**src/hdl/obdrpm_pkg.sv**
```systemverilog
`timescale 1ns / 1ps

package obdrpm_pkg;

    // field widths
    localparam int unsigned ByteW    = 8;
    localparam int unsigned RpmW     = 14;
    localparam int unsigned CodeW    = 16;
    localparam int unsigned CountW   = 3;
    localparam int unsigned CfgAddrW = 2;
    localparam int unsigned CfgDataW = 32;

    // register map
    localparam logic [CfgAddrW-1:0] AddrMaxRpm = 2'd0;
    localparam logic [RpmW-1:0]     MaxRpmReset = 14'd6500;

    // record pattern length ("410C")
    localparam logic [CountW-1:0] PatLen = 3'd4;
    localparam logic [CountW-1:0] HexLen = 3'd4;

    // characters of interest
    localparam logic [ByteW-1:0] ChPrompt = 8'h3E;
    localparam logic [ByteW-1:0] ChCr     = 8'h0D;
    localparam logic [ByteW-1:0] ChLf     = 8'h0A;
    localparam logic [ByteW-1:0] ChSpace  = 8'h20;
    localparam logic [ByteW-1:0] ChTab    = 8'h09;
    localparam logic [ByteW-1:0] ChVt     = 8'h0B;
    localparam logic [ByteW-1:0] ChFf     = 8'h0C;

    typedef enum logic [2:0] {
        ST_OK        = 3'd0,
        ST_RANGE     = 3'd1,
        ST_BAD_HEX   = 3'd2,
        ST_NO_RECORD = 3'd3,
        ST_EMPTY     = 3'd4
    } t_status;

    typedef struct packed {
        t_status         status;
        logic [RpmW-1:0] rpm;
    } t_result;

    // n-th character of the record pattern
    function automatic logic [ByteW-1:0] pat_char(input logic [1:0] idx);
        logic [ByteW-1:0] c;
        case (idx)
            2'd0:    c = 8'h34; // '4'
            2'd1:    c = 8'h31; // '1'
            2'd2:    c = 8'h30; // '0'
            default: c = 8'h43; // 'C'
        endcase
        return c;
    endfunction

    // lower-case letters to upper case
    function automatic logic [ByteW-1:0] fold_upper(input logic [ByteW-1:0] c);
        logic [ByteW-1:0] r;
        if (c >= 8'h61 && c <= 8'h7A) begin
            r = c - 8'd32;
        end else begin
            r = c;
        end
        return r;
    endfunction

    // hex digit value, msb set when not a digit
    function automatic logic [4:0] hex_value(input logic [ByteW-1:0] c);
        logic [4:0] v;
        if (c >= 8'h30 && c <= 8'h39) begin
            v = {1'b0, c[3:0]};
        end else if (c >= 8'h41 && c <= 8'h46) begin
            v = {1'b0, c[3:0] + 4'd9};
        end else begin
            v = 5'h10;
        end
        return v;
    endfunction

endpackage

```
**src/hdl/obdrpm_chan_if.sv**
```systemverilog
`timescale 1ns / 1ps

// input channel: one received character per item
interface obdrpm_in_if;
    logic                          valid;
    logic                          ready;
    logic [obdrpm_pkg::ByteW-1:0]  rx_byte;

    modport source (output valid, output rx_byte, input ready);
    modport sink   (input valid, input rx_byte, output ready);
endinterface

// result channel: one status per line end
interface obdrpm_out_if;
    logic                         valid;
    logic                         ready;
    obdrpm_pkg::t_status          status;
    logic [obdrpm_pkg::RpmW-1:0]  rpm;

    modport source (output valid, output status, output rpm, input ready);
    modport sink   (input valid, input status, input rpm, output ready);
endinterface

```
**src/hdl/obd_rpm_ascii_response_parser.sv**
```systemverilog
`timescale 1ns / 1ps

// channel   dir  payload               item
// i_rx      in   rx_byte[7:0]          one response character
// o_res     out  status[2:0] rpm[13:0] one report per line end
// apb       in   max_rpm at 0x0        limit for ok status
//
// one character is taken every cycle while the skid is empty; a line end's report
// is registered from the line state registers into the result register or skid.
// a two-entry output (result register plus skid) lets input continue
// while a report waits; i_rx.ready drops only when both entries are full.
// i_rst_n is synchronous, active low; it clears line state and max_rpm=6500.

module obd_rpm_ascii_response_parser (
    input  logic                                  i_clk,
    input  logic                                  i_rst_n,
    obdrpm_in_if.sink                             i_rx,
    obdrpm_out_if.source                          o_res,
    input  logic                                  psel,
    input  logic                                  penable,
    input  logic                                  pwrite,
    input  logic [obdrpm_pkg::CfgAddrW-1:0]       paddr,
    input  logic [obdrpm_pkg::CfgDataW-1:0]       pwdata,
    output logic [obdrpm_pkg::CfgDataW-1:0]       prdata,
    output logic                                  pready
);

    logic [obdrpm_pkg::RpmW-1:0]   r_max_rpm;
    logic [obdrpm_pkg::CountW-1:0] r_match, n_match;
    logic [obdrpm_pkg::CountW-1:0] r_hex_cnt, n_hex_cnt;
    logic [obdrpm_pkg::CodeW-1:0]  r_code, n_code;
    logic                          r_hex_bad, n_hex_bad;
    logic                          r_has_text, n_has_text;

    obdrpm_pkg::t_result           r_out, r_skid, n_res;
    logic                          r_out_v, r_skid_v;

    logic                          in_acc;
    logic                          is_end;
    logic                          push;
    logic                          pop;
    logic [obdrpm_pkg::ByteW-1:0]  ch;
    logic [obdrpm_pkg::ByteW-1:0]  up;
    logic [4:0]                    hv;
    logic [obdrpm_pkg::RpmW-1:0]   rpm_val;

    // apb register port
    assign pready = 1'b1;
    assign prdata = {{(obdrpm_pkg::CfgDataW - obdrpm_pkg::RpmW){1'b0}}, r_max_rpm};

    always_ff @(posedge i_clk) begin
        if (!i_rst_n) begin
            r_max_rpm <= obdrpm_pkg::MaxRpmReset;
        end else if (psel && penable && pwrite && paddr == obdrpm_pkg::AddrMaxRpm) begin
            r_max_rpm <= pwdata[obdrpm_pkg::RpmW-1:0];
        end
    end

    // handshake
    assign i_rx.ready = !r_skid_v;
    assign in_acc     = i_rx.valid && !r_skid_v;
    assign pop        = r_out_v && o_res.ready;

    assign ch      = i_rx.rx_byte;
    assign up      = obdrpm_pkg::fold_upper(ch);
    assign hv      = obdrpm_pkg::hex_value(up);
    assign rpm_val = r_code[obdrpm_pkg::CodeW-1:2];
    assign is_end  = (ch == obdrpm_pkg::ChPrompt) || (ch == obdrpm_pkg::ChCr)
                  || (ch == obdrpm_pkg::ChLf);
    assign push    = in_acc && is_end;

    // report for a line end
    always_comb begin
        n_res.rpm = '0;
        if (!r_has_text) begin
            n_res.status = obdrpm_pkg::ST_EMPTY;
        end else if (r_match < obdrpm_pkg::PatLen || r_hex_cnt < obdrpm_pkg::HexLen) begin
            n_res.status = obdrpm_pkg::ST_NO_RECORD;
        end else if (r_hex_bad) begin
            n_res.status = obdrpm_pkg::ST_BAD_HEX;
        end else begin
            n_res.rpm    = rpm_val;
            n_res.status = (rpm_val <= r_max_rpm) ? obdrpm_pkg::ST_OK
                                                  : obdrpm_pkg::ST_RANGE;
        end
    end

    // line state update for one character
    always_comb begin
        n_match    = r_match;
        n_hex_cnt  = r_hex_cnt;
        n_code     = r_code;
        n_hex_bad  = r_hex_bad;
        n_has_text = r_has_text;
        if (is_end) begin
            n_match    = '0;
            n_hex_cnt  = '0;
            n_code     = '0;
            n_hex_bad  = 1'b0;
            n_has_text = 1'b0;
        end else begin
            if (ch != obdrpm_pkg::ChSpace && ch != obdrpm_pkg::ChTab
                    && ch != obdrpm_pkg::ChVt && ch != obdrpm_pkg::ChFf) begin
                n_has_text = 1'b1;
            end
            if (ch != obdrpm_pkg::ChSpace) begin
                if (r_match < obdrpm_pkg::PatLen) begin
                    if (up == obdrpm_pkg::pat_char(r_match[1:0])) begin
                        n_match = r_match + 3'd1;
                    end else if (up == obdrpm_pkg::pat_char(2'd0)) begin
                        n_match = 3'd1;
                    end else begin
                        n_match = '0;
                    end
                end else if (r_hex_cnt < obdrpm_pkg::HexLen) begin
                    if (hv[4]) begin
                        n_hex_bad = 1'b1;
                        n_code    = {r_code[obdrpm_pkg::CodeW-5:0], 4'h0};
                    end else begin
                        n_code    = {r_code[obdrpm_pkg::CodeW-5:0], hv[3:0]};
                    end
                    n_hex_cnt = r_hex_cnt + 3'd1;
                end
            end
        end
    end

    always_ff @(posedge i_clk) begin
        if (!i_rst_n) begin
            r_match    <= '0;
            r_hex_cnt  <= '0;
            r_code     <= '0;
            r_hex_bad  <= 1'b0;
            r_has_text <= 1'b0;
        end else if (in_acc) begin
            r_match    <= n_match;
            r_hex_cnt  <= n_hex_cnt;
            r_code     <= n_code;
            r_hex_bad  <= n_hex_bad;
            r_has_text <= n_has_text;
        end
    end

    // result register with skid entry
    always_ff @(posedge i_clk) begin
        if (!i_rst_n) begin
            r_out_v  <= 1'b0;
            r_skid_v <= 1'b0;
        end else if (!r_out_v || pop) begin
            if (r_skid_v) begin
                r_out_v  <= 1'b1;
                r_skid_v <= 1'b0;
            end else begin
                r_out_v  <= push;
            end
        end else if (push) begin
            r_skid_v <= 1'b1;
        end
    end

    always_ff @(posedge i_clk) begin
        if (!r_out_v || pop) begin
            if (r_skid_v) begin
                r_out <= r_skid;
            end else if (push) begin
                r_out <= n_res;
            end
        end else if (push) begin
            r_skid <= n_res;
        end
    end

    assign o_res.valid  = r_out_v;
    assign o_res.status = r_out.status;
    assign o_res.rpm    = r_out.rpm;

endmodule
```
**src/flat_wrapper.sv**
```systemverilog
// flat-port wrapper written by rule: the top's interface ports become plain ports
module obd_rpm_ascii_response_parser_flat 
  (i_clk, i_rst_n, psel, penable, pwrite, paddr, pwdata, prdata, pready, i_rx_valid, i_rx_rx_byte, i_rx_ready, o_res_valid, o_res_status, o_res_rpm, o_res_ready);
  obdrpm_in_if i_rx_i ();
  obdrpm_out_if o_res_i ();
  input  logic i_clk;
  input  logic i_rst_n;
  input  logic psel;
  input  logic penable;
  input  logic pwrite;
  input  logic [obdrpm_pkg::CfgAddrW-1:0] paddr;
  input  logic [obdrpm_pkg::CfgDataW-1:0] pwdata;
  output logic [obdrpm_pkg::CfgDataW-1:0] prdata;
  output logic pready;
  input wire logic [$bits(i_rx_i.valid)-1:0] i_rx_valid;
  input wire logic [$bits(i_rx_i.rx_byte)-1:0] i_rx_rx_byte;
  output wire logic [$bits(i_rx_i.ready)-1:0] i_rx_ready;
  output wire logic [$bits(o_res_i.valid)-1:0] o_res_valid;
  output wire logic [$bits(o_res_i.status)-1:0] o_res_status;
  output wire logic [$bits(o_res_i.rpm)-1:0] o_res_rpm;
  input wire logic [$bits(o_res_i.ready)-1:0] o_res_ready;
  assign i_rx_i.valid = i_rx_valid;
  assign i_rx_i.rx_byte = i_rx_rx_byte;
  assign i_rx_ready = i_rx_i.ready;
  assign o_res_valid = o_res_i.valid;
  assign o_res_status = o_res_i.status;
  assign o_res_rpm = o_res_i.rpm;
  assign o_res_i.ready = o_res_ready;
  obd_rpm_ascii_response_parser u_core (.i_clk(i_clk), .i_rst_n(i_rst_n), .i_rx(i_rx_i), .o_res(o_res_i), .psel(psel), .penable(penable), .pwrite(pwrite), .paddr(paddr), .pwdata(pwdata), .prdata(prdata), .pready(pready));
endmodule
```
**config.mk**
```make
export PLATFORM = sky130hd
export DESIGN_NAME = obd_rpm_ascii_response_parser_flat
export DESIGN_NICKNAME = d
export VERILOG_FILES = /design/src/hdl/obdrpm_pkg.sv /design/src/hdl/obdrpm_chan_if.sv /design/src/hdl/obd_rpm_ascii_response_parser.sv /design/src/flat_wrapper.sv
export SDC_FILE = /design/constraint.sdc
export NUM_CORES = 1
export LEC_CHECK = 0
export ABC_CLOCK_PERIOD_IN_PS = 7000
export BUFFER_PORTS_ARGS = -buffer_cell sky130_fd_sc_hd__buf_2
export CAP_MARGIN = 20
export CORE_ASPECT_RATIO = 1.25
export CORE_MARGIN = 2
export CORE_UTILIZATION = 40
export DETAILED_ROUTE_END_ITERATION = 10
export PLACE_DENSITY = 0.63
export SYNTH_ARGS = -nofsm -noshare
export SYNTH_HDL_FRONTEND = slang
export SYNTH_SLANG_ARGS = --single-unit
```
**constraint.sdc**
```tcl
create_clock -name i_clk -period 7 [get_ports i_clk]
set_input_delay 1.4 -clock i_clk [delete_from_list [all_inputs] [get_ports i_clk]]
set_output_delay 1.4 -clock i_clk [all_outputs]
set_load 0.02 [all_outputs]
```
# --- Word-level counts from Yosys, hierarchy flattened ---
# Index checks and enable logic that the tools add are counted.
totals:
  ff_bits: 74
  in_bits: 49
  out_inout_bits: 52
  elab_cells: 110
classes:
  n_addsub: 4
  order_cmp: 9
  eq_ne: 12
  muxes: 38
  n_bitwise: 2
  n_reduce_logical: 33
op_table:
  columns: ["cell", "count"]
  rows:
  - ["$mux 16", 4]
  - ["$mux 14", 3]
  - ["$mux 17", 2]
  - ["$mux 3", 11]
  - ["$mux 8", 4]
  - ["$ne 8x4->1 const B", 3]
  - ["$pmux 7 s3", 1]
  - ["$eq 8x4->1 const B", 2]
  - ["$eq 8x6->1 const B", 2]
  - ["$ge 8x7->1 const B", 2]
  - ["$le 8x7->1 const B", 2]
  - ["$le 14x14->1", 1]
  - ["$logic_and 1x1->1", 12]
  - ["$reduce_bool 2->1", 6]
  - ["$mux 1", 10]
  - ["$mux 5", 2]
  - ["$eq 8x8->1", 1]
  - ["$ge 8x6->1 const B", 1]
  - ["$le 8x6->1 const B", 1]
  - ["$ne 8x6->1 const B", 1]
  - ["$sub 8x6->8 const B", 1]
  - ["$add 3x1->3 const B", 2]
  - ["$lt 3x3->1 const B", 2]
  - ["$reduce_and 2->1", 3]
  - ["other kinds (13)", 19]

# --- Depth between registers and ports, before layout ---
depth:
  depth_word: 12
  mapped_depth: 10
  ltp_nobuf: 8

# --- Worst setup path after synthesis ---
# OpenSTA, ideal clock, no wires.
synth_path:
  path_kind: "in2reg"
  startpoint: "in i_rx_rx_byte[3]"
  endpoint: "reg u_core.r_skid[0] in the netlist's numbering, enable pin"
  setup_ps: 416
  arrival_time_ps: 3696
  required_ps: 6584
  slack_ps: 2888
  stages: 5
  path_buffers: 1
  cell_sequence: "buf_4 or4b_4 nor4b_2 nor3_2 nor3b_1"
synth_between:
  elab_chain_len: 5
  word_cells_on_any_way: 7
  classes_between: "eq/ne (3); reduce/logical (4)"
synth_rtl:
  columns: ["element", "line", "source"]
  rows:
  - ["start: declaration", "flat_wrapper.sv:16", "input wire logic [$bits(i_rx_i.rx_byte)-1:0] i_rx_rx_byte;"]
  - ["$eq 8x6->1 or $eq 8x4->1 (tied branches)", "obd_rpm_ascii_response_parser.sv:68", "assign is_end = (ch == obdrpm_pkg::ChPrompt) || (ch == obdrpm_pkg::ChCr)"]
  - ["$logic_or 1x1->1", "obd_rpm_ascii_response_parser.sv:68", null]
  - ["$logic_or 1x1->1 *", "obd_rpm_ascii_response_parser.sv:69", "|| (ch == obdrpm_pkg::ChLf);"]
  - ["$logic_and 1x1->1 *", "obd_rpm_ascii_response_parser.sv:70", "assign push = in_acc && is_end;"]
  - ["$reduce_and 2->1 (no line) *", null, null]
  - ["end signal: assignment", "obd_rpm_ascii_response_parser.sv:169", "r_skid <= n_res;"]
  - ["end: declaration", "obd_rpm_ascii_response_parser.sv:35", "obdrpm_pkg::t_result r_out, r_skid, n_res;"]
# Every way passes the cells marked *; elsewhere a longest branch is shown, timed or not.
# A chain may end at the register's enable or synchronous reset.

# --- Worst setup path after layout ---
layout_path:
  startpoint: "in i_rx_rx_byte[0]"
  endpoint: "reg u_core.r_code[0] in the netlist's numbering"
layout_between:
  elab_chain_len: 12
  word_cells_on_any_way: 29
  classes_between: "add/sub (2); order compare (6); eq/ne (5); mux (8); reduce/logical (8)"
layout_rtl:
  columns: ["element", "line", "source"]
  rows:
  - ["$ge 8x7->1 or $le 8x7->1 (tied branches)", "obdrpm_pkg.sv:58", "if (c >= 8'h61 && c <= 8'h7A) begin"]
  - ["$logic_and 1x1->1", "obdrpm_pkg.sv:58", null]
  - ["$mux 8", "obdrpm_pkg.sv:58", null]
  - ["$ge 8x7->1 or $le 8x7->1 (tied branches)", "obdrpm_pkg.sv:71", "end else if (c >= 8'h41 && c <= 8'h46) begin"]
  - ["$logic_and 1x1->1", "obdrpm_pkg.sv:71", null]
  - ["$mux 5", "obdrpm_pkg.sv:71", null]
  - ["$mux 5", "obdrpm_pkg.sv:69", "if (c >= 8'h30 && c <= 8'h39) begin"]
  - ["$mux 4", "obd_rpm_ascii_response_parser.sv:116", "if (hv[4]) begin"]
  - ["$mux 16", "obd_rpm_ascii_response_parser.sv:115", "end else if (r_hex_cnt < obdrpm_pkg::HexLen) begin"]
  - ["$mux 16", "obd_rpm_ascii_response_parser.sv:107", "if (r_match < obdrpm_pkg::PatLen) begin"]
  - ["$mux 16", "obd_rpm_ascii_response_parser.sv:106", "if (ch != obdrpm_pkg::ChSpace) begin"]
  - ["$mux 16", "obd_rpm_ascii_response_parser.sv:95", "if (is_end) begin"]
  - ["end signal: assignment", "obd_rpm_ascii_response_parser.sv:138", "r_code <= n_code;"]
  - ["end: declaration", "obd_rpm_ascii_response_parser.sv:31", "logic [obdrpm_pkg::CodeW-1:0] r_code, n_code;"]
# Several ways; a longest one is shown, not always the timed one. The select of a mux whose other input is x is not followed.

==> flow_summary.yaml <==
status:
  status: "completed"
sta:
  setup_slack_ps: 3630
  rsz0062_at_grt: "no"
  slew_headroom_pct: 42.1
  finalHoldViolCount: 0
  fin_crit_ps: 3370
  holdWs_ps: 490
  fin_crit_sh_pct: 48.2
  fin_worst_skew_ps: 7.25
  tightest_slew_ps: 862
  drv_slew: 0
  max_freq_ghz: 0.296
  setup_tns_ps: 0
  setup_viol: 0
clock_tree:
  cts_buffer_depth: 2
  cts.sink_count: 74
  cts_max_level: 3
  root_buffer: "clkbuf_16"
  cts_tree: "built"
  clk_pin_slew_ps: 60
  ctsResizeCount: 0
  cts_buffers: 9
  insertion_delay_ps: 320
  cts_hold_buf: 0
  cts_setup_buffers: 0
final_layout:
  fin_area_um2: 4390
  drive_gt1_share_pct: 24.8
  final_common_cell: "buf_2"
  fillCellCount: 860
  antennaDiodeCount: 0
  area_growth_syn_to_layout_pct: 16.9
  nets: 490
  final_cell_mix: "63 x buf_2, 40 x dfxtp_1, 39 x nand2_1"
placed_design:
  place_ws_ps: 3120
  gp_congestion: 0.763
  detailed_place_hpwl_mm: 5.08
  placed_area_um2: 4070
  portBuffers: 63
setup_path:
  crit_slowest_cell: "and4b_1"
  required_ps: 7260
  path_class: "in -> reg"
  startpoint_type: "input port"
  critPathMaxStageDelay_ps: 660
  cp_max_fo: 15
  arrival_ps: 3640
  worstSetupEndpointType: "flip-flop"
  crit_chain: "buf_2 -> inv_1 -> ha_1 -> nand3_1 -> nor2_1 -> nor3_2 -> and4b_1 -> and4_4 -> a32o_1"
floorplanning:
  start_util_pct: 41.1
  core-area_um2: 9130
  die_width_um: 90.6
  die_h_um: 112
  io_pins: 101
  die_area_um2: 10200
  num_rows: 39
yosys:
  ys_seq_area_share_pct: 48.5
  syn_area_per_cell_um2: 10.5
  synth_edf_count: 34
  synthesis.instances: 358
  synthTopCellsByArea: "edfxtp_1 27%, dfxtp_1 21%, ha_1 7.7%"
  async_reset_ff_share_pct: 0
  yosysTopAreaCell: "edfxtp_1"
  ys_types: 52
  synth-seq-cells: 74
  synth_top_flop_cell: "dfxtp_1"
  yosysWarnings: 0
  synth_area_um2: 3750
  synth_top_area_share_pct: 27.2
hold_path:
  min_path_type: "reg -> reg"
detailed_routing:
  vias_per_cell: 4.89
  drtIter0Drc: 114
  drtAntennaViolNets: 0
  drc_errors: 0
  num_vias: 2670
  first_pass_iters: 4
  wire_per_inst_um: 12.6
  wl_mm: 6.87
global_routing:
  gr-usage-all-layers_pct: 13.9
  grt_max_degree: 41
  grt-ovfl-total: 0
  grt_pass1_vias: 2506
  grt_pass1_wl_mm: 11.5
  antenna_found_initial: 0
power_and_ir_drop:
  p_leak_nw: 1.73
  ir_worst_vdd_v: 0.000152
  finalPower_mw: 0.962
  powerDensity_nw_per_um2: 219
run:
  timing.max_cap.violations: 0
power breakdown:
group | switching (mW) | internal (mW) | leakage (nW)
Combinational | 0.0340 | 0.0179 | 1.01
Sequential | 0.00129 | 0.452 | 0.572
Clock | 0.170 | 0.287 | 0.142
cell usage after synthesis, types with 3 or more instances:
cell and n:
nand2b_1 3, nor4_1 3, ha_1 23, a22oi_1 13
o21ai_0 8, a21oi_1 12, a31oi_1 4, o211ai_1 6
inv_1 25, nor3_1 3, clkbuf_1 8, and2_1 13
buf_6 4, buf_4 20, a32o_1 4, a21boi_0 10
nand2_1 39, nand3_1 4, mux2_2 17, edfxtp_1 34
nor2b_1 15, dfxtp_1 40, nor2_1 13, xor2_1 3
final timing paths:
path / startpoint / end / slack (ps) / cells past startpoint
max: i_rx_rx_byte[0] / u_core.r_code[0] / 3630 / 9
min: u_core.r_max_rpm[3] / u_core.r_max_rpm[3] / 490 / 2
max reg2reg: u_core.r_max_rpm[13] / u_core.o_res.status[0] / 4640 / 7
min reg2reg: u_core.r_max_rpm[3] / u_core.r_max_rpm[3] / 490 / 2
logic make-up after synthesis:
group | count (synthesis) | share of synthesized area [%]
AO/OA/AOI/OAI | 69 | 12.9
XOR/XNOR | 5 | 1.17
adder cells (fa/ha/maj) | 23 | 7.67
buffers and inverters | 59 | 8.74
flip-flops | 74 | 48.5
multiplexers | 17 | 5.10
other | 2 | 0.200
AND/OR/NAND/NOR | 109 | 15.6
worst max-delay path, delay by kind of cell:
family / cells / cell delay, ps
simple gates: 5 / 1600
buf+inv: 2 / 290
fa+ha+maj: 1 / 230
compound gates: 1 / 120
stage by stage:
step | std cells | util (%)
2_1_floorplan | 375 | -
6_report | 546 | 48.1
3_5_place_dp | 529 | 44.6
5_1_grt | 546 | 48.1
3_3_place_gp | 529 | 44.6
4_1_cts | 545 | 48.0
flip-flops by register name (all words and copies together), names as in the netlist:
name,flops
u_core.r_hex_cnt,3
u_core.r_code,16
u_core.r_skid_v,1
u_core.o_res.valid,1
u_core.o_res.status,3
u_core.r_match,3
u_core.r_has_text,1
u_core.r_hex_bad,1
u_core.o_res.rpm,14
u_core.r_max_rpm,14
u_core.r_skid,17
final cells by class:
type,count,area (um^2),share of cell area (%)
Tap cell,123,154,3.51
Clock inverter,5,62.6,1.43
Inverter,25,93.8,2.14
Timing Repair Buffer,66,342,7.78
Sequential cell,74,1820,41.5
Clock buffer,11,243,5.53
Multi-Input combinational cell,242,1670,38.1
per-layer routing:
metal / GRT usage (%) / routed length, um
met1: 16.9 / 3000
met2: 24.1 / 3570
met3: 1.81 / 244
met4: 7.18 / 51
met5: 0 / 0
(Power assumes the default switching activity.)
